--- src/design/fcft_pkg.sv ---
package fcft_pkg;

   localparam int MAX_ENTRIES_DEFAULT = 64;
   localparam int NUM_TABLES = 4;

   localparam int REQ_TDATA_W = 152;
   localparam int RSP_TDATA_W = 64;
   localparam int VLAN_W = 12;
   localparam int MAC_W = 48;

   typedef enum logic [1:0] {
      CMD_LOOKUP    = 2'd0,
      CMD_ADD       = 2'd1,
      CMD_FLUSH_DIP = 2'd2,
      CMD_FLUSH_ALL = 2'd3
   } cmd_type;

   typedef enum logic [2:0] {
      STAT_MISS    = 3'd0,
      STAT_HIT     = 3'd1,
      STAT_ADDED   = 3'd2,
      STAT_PRESENT = 3'd3,
      STAT_FLUSHED = 3'd4
   } status_type;

   localparam logic [1:0] PROTO_UDP = 2'd0;
   localparam logic [1:0] PROTO_TCP = 2'd1;

   localparam logic [1:0] CSR_ENABLE   = 2'd0;
   localparam logic [1:0] CSR_WAN_VLAN = 2'd1;
   localparam logic [1:0] CSR_LAN_VLAN = 2'd2;

   typedef enum logic [1:0] {
      PLAN_RESP  = 2'd0,
      PLAN_SCAN  = 2'd1,
      PLAN_SWEEP = 2'd2
   } plan_type;

   typedef enum logic [2:0] {
      FSM_CLEAR,
      FSM_IDLE,
      FSM_SWEEP,
      FSM_SCAN,
      FSM_TAIL,
      FSM_COMMIT,
      FSM_DONE
   } fsm_type;

   typedef struct packed {
      logic valid;
      logic [31:0] age;
      logic [31:0] ports;
      logic [31:0] dip;
      logic [31:0] sip;
   } entry_type;

   typedef struct packed {
      logic load;
      logic sweep_start;
      logic sweep_step;
      logic init_step;
      logic scan_step;
      logic commit;
      logic respond;
   } ctrl_type;

   typedef struct packed {
      logic cnt_last;
      plan_type plan;
      logic clear_pending;
      logic out_busy;
   } stat_type;

endpackage

--- src/design/fcft_ctrl.sv ---
module fcft_ctrl
   import fcft_pkg::*;
(
   input  logic     clock,
   input  logic     reset,
   input  logic     req_tvalid,
   output logic     req_tready,
   input  stat_type stat,
   output ctrl_type ctrl
);

   fsm_type state_ff, state_in;
   logic    sweep_item_ff, sweep_item_in;

   always_ff @(posedge clock) begin
      if (reset) begin
         state_ff      <= FSM_CLEAR;
         sweep_item_ff <= 1'b0;
      end else begin
         state_ff      <= state_in;
         sweep_item_ff <= sweep_item_in;
      end
   end

   always_comb begin
      state_in      = state_ff;
      sweep_item_in = sweep_item_ff;
      ctrl          = '0;
      req_tready    = 1'b0;
      case (state_ff)
         FSM_CLEAR: begin
            ctrl.init_step = 1'b1;
            if (stat.cnt_last) begin
               state_in = FSM_IDLE;
            end
         end
         FSM_IDLE: begin
            if (stat.clear_pending) begin
               ctrl.sweep_start = 1'b1;
               state_in         = FSM_SWEEP;
            end else begin
               req_tready = 1'b1;
               if (req_tvalid) begin
                  ctrl.load = 1'b1;
                  case (stat.plan)
                     PLAN_SCAN:  state_in = FSM_SCAN;
                     PLAN_SWEEP: begin
                        state_in      = FSM_SWEEP;
                        sweep_item_in = 1'b1;
                     end
                     default:    state_in = FSM_COMMIT;
                  endcase
               end
            end
         end
         FSM_SWEEP: begin
            ctrl.sweep_step = 1'b1;
            if (stat.cnt_last) begin
               state_in = sweep_item_ff ? FSM_COMMIT : FSM_IDLE;
            end
         end
         FSM_SCAN: begin
            ctrl.scan_step = 1'b1;
            if (stat.cnt_last) begin
               state_in = FSM_TAIL;
            end
         end
         FSM_TAIL: begin
            state_in = FSM_COMMIT;
         end
         FSM_COMMIT: begin
            ctrl.commit = 1'b1;
            state_in    = FSM_DONE;
         end
         FSM_DONE: begin
            if (!stat.out_busy) begin
               ctrl.respond  = 1'b1;
               sweep_item_in = 1'b0;
               state_in      = FSM_IDLE;
            end
         end
         default: state_in = FSM_IDLE;
      endcase
   end

endmodule

--- config.mk ---
export PLATFORM = sky130hd
export DESIGN_NAME = fcft_ctrl
export DESIGN_NICKNAME = d
export VERILOG_FILES = /design/src/design/fcft_pkg.sv /design/src/design/fcft_ctrl.sv
export SDC_FILE = /design/constraint.sdc
export NUM_CORES = 1
export LEC_CHECK = 0
export BUFFER_PORTS_ARGS = -buffer_cell sky130_fd_sc_hd__buf_2
export CAP_MARGIN = 20
export CORE_AREA = 2 2 39 41
export CTS_CLUSTER_DIAMETER = 30
export DETAILED_ROUTE_END_ITERATION = 8
export DIE_AREA = 0 0 41 43
export PLACE_DENSITY = 0.59
export SYNTH_ARGS = -nofsm -noshare
export SYNTH_HDL_FRONTEND = slang
export SYNTH_SLANG_ARGS = --single-unit
--- constraint.sdc ---
create_clock -name clock -period 2.6 [get_ports clock]
set_input_delay 0.78 -clock clock [delete_from_list [all_inputs] [get_ports clock]]
set_output_delay 0.78 -clock clock [all_outputs]
set_load 0.05 [all_outputs]
==> impl_metrics.yaml <==
worst_setup_path:
  cp-end-kind: "output pin"
  critical_path_required_ns: 1.82
  worst-r2r-setup-slack_ns: 1.03
  r2r_start: "state_ff[1]"
  worstSetupPathType: "in2out"
  cp.arrival_ns: 1.62
  critPathLaunchType: "primary input"
  r2r_end: "state_ff[0]"
  reg2reg_depth: 3
  cp_max_fo: 4
placement:
  place_inst: 70
  place.gp.congestion: 0.759
  dpl_cell_area_um2: 453
  numPortBuffers: 15
  dpl.hpwl_um: 661
yosys:
  synthCells: 41
  yosys_warnings: 0
  synth-simple-area-share_pct: 32.2
  yosysSeqAreaShare_pct: 22.6
  synthTopCellsByCount: "dfxtp_1, inv_1, nor3_1, a31oi_1, nand2b_1"
  synth_edf_count: 0
  synth_top_family_by_area: "simple AND/OR/NAND/NOR gates"
  synth_top_cell_by_area: "dfxtp_1"
  synth_compound_gate_area_share_pct: 20.5
  ys_seq_elements: 4
  synth_area_per_cell_um2: 8.64
  synth.top_cell.area_share_pct: 22.6
  yosys-top-cells-area: "dfxtp_1, ha_1, nor3_1, a31oi_1, nand2b_1"
  muxShareOfSynthArea_pct: 7.07
  synthArstFlopShare_pct: 0
  synth_fa_ha_area_share_pct: 7.07
  synth_xor_area_share_pct: 0
  ys_types: 25
  synth_fp_nets: 51
  syn_area_um2: 354
  synthFlopType: "dfxtp_1"
drt:
  first_pass_iters: 4
  vias: 366
  ant_nets: 0
  viasPerCell: 5.01
  drtIter0Drc: 9
  routedWlPerCell_um: 12.1
  drc_errors: 0
  drt-total-wl_um: 885
power_and_ir_drop:
  power_mw: 0.334
  peakVddDrop_v: 0.000223
  power_leakage_nw: 0.239
  p_per_area_mw_per_mm2: 702
timing:
  tightest_slew_ns: 0.446
  slew_violations: 0
  skew_ns: 0.00361
  period_share_pct: 92.4
  rsz0062_at_grt: "false"
  worst_hold_slack_ns: 0.566
  fmax_mhz: 416
  finalSetupViolations: 0
  finalCriticalPeriod_ns: 2.40
  hold_viol: 0
  relSlewSlack_pct: 70.2
finish:
  nNetsFinal: 69
  syn2layout_area_growth_pct: 34.3
  diodes: 0
  fin_cells: 73
  fin_util_pct: 34.4
  stdcell_area_um2: 475
  layout-drive-gt1-share_pct: 45.6
  fill_cells: 159
die:
  num_rows: 14
  die_y_um: 43
  coreArea_mm2: 0.00138
  start_util_pct: 25.6
  die-area_mm2: 0.00176
  pin_count: 16
  fp.dieW_um: 41
grt:
  grt-ovfl-total: 0
  gr-usage-met3_pct: 2.09
  grt_pass1_wl_um: 1350
  grt_max_degree: 13
  track_usage_pct: 10.7
  grt-busiest-layer: "met2"
  grt_pass1_vias: 317
  grt_use_met2_pct: 15.9
  use_met1_pct: 15.7
  antenna_found_initial: 0
cts:
  cts.clk_slew.worst_paths_ns: 0.03
  post_cts_resized: 0
  clk_root_buffer_cell: "clkbuf_4"
  postCtsSetupBuffers: 0
  ctsHoldBuffers: 0
  cts_buffer_depth: 2
  cts.sinks: 4
  tritoncts: "done"
  clk_latency_ns: 0.23
  cts.htree.levels: 1
  numCtsBuffers: 3
run_status:
  status: "finished clean"
job:
  maxCapViolCount: 0
hold_path:
  holdPathStages: 2
  hold_start: "sweep_item_ff"
  hold_class: "reg2reg"
  holdPathEnd: "sweep_item_ff"
[registers in the layout (all words and copies together) (netlist names)]
name           flops
sweep_item_ff      1
state_ff           3
[how the worst max path moves through the flow]
stage | from | end | slack [ns] | cells after the start
final | stat[1] | ctrl[6] | 0.20 | 4
after global routing | stat[1] | ctrl[6] | 0.11 | 4
after CTS | stat[1] | ctrl[6] | 0.19 | 4
after detailed placement | stat[1] | ctrl[6] | 0.20 | 4
after global placement | stat[1] | ctrl[6] | 0.22 | 4
after floorplan | stat[1] | ctrl[6] | -0.06 | 2
[layout make-up]
class | instances | area, µm² | share of cell area [%]
multi-input combinational | 30 | 255 | 53.7
timing repair buffer | 16 | 82.6 | 17.4
sequential | 4 | 80.1 | 16.8
clock buffer | 3 | 22.5 | 4.74
tap | 16 | 20.0 | 4.21
inverter | 4 | 15.0 | 3.16
[worst max-delay path, cell delays in order]
cell and delay, ns:
buf_2 0.13, nor4b_4 0.28, and2_2 0.19, buf_2 0.25
[power by group]
group	leakage, nW	total [mW]	internal, mW	switching, mW
sequential	0.0327	0.0877	0.0707	0.0171
combinational	0.192	0.170	0.0602	0.110
clock	0.0138	0.0760	0.0516	0.0245
total	0.239	0.334	0.182	0.151
[kinds of logic (layout without fill, tap and decap cells)]
group,after synthesis,count (layout)
compound gates,8,8
fa+ha+maj,2,2
buf+inv,7,23
flops,4,4
mux,2,2
simple gates,18,18
[layout by cell type, fill, tap and decap left out, drive strengths merged]
cell    instances
nand2b          3
nor2b           1
buf            16
a311o           1
inv             4
mux2i           1
and4b           1
and3            1
ha              2
o41ai           1
nor3            4
a221o           1
a211o           1
nor2            2
a31oi           3
or4             1
clkbuf          3
nand2           2
mux2            1
dfxtp           4
nor4b           1
o21a            1
and2            1
nor3b           1
[stage by stage]
stage	worst slack (ns)	setup TNS, ns
floorplan	-0.0566	-0.0566
global placement	0.223	0
detailed placement	0.196	0
CTS	0.195	0
global route	0.111	0
finish	0.196	0
[per-layer routing]
metal	part of all wire (%)	wire [µm]
met5	0	0
met4	0	0
met3	11	96
met2	42	371
met1	47	417
Power figures use the tool's default switching activity.
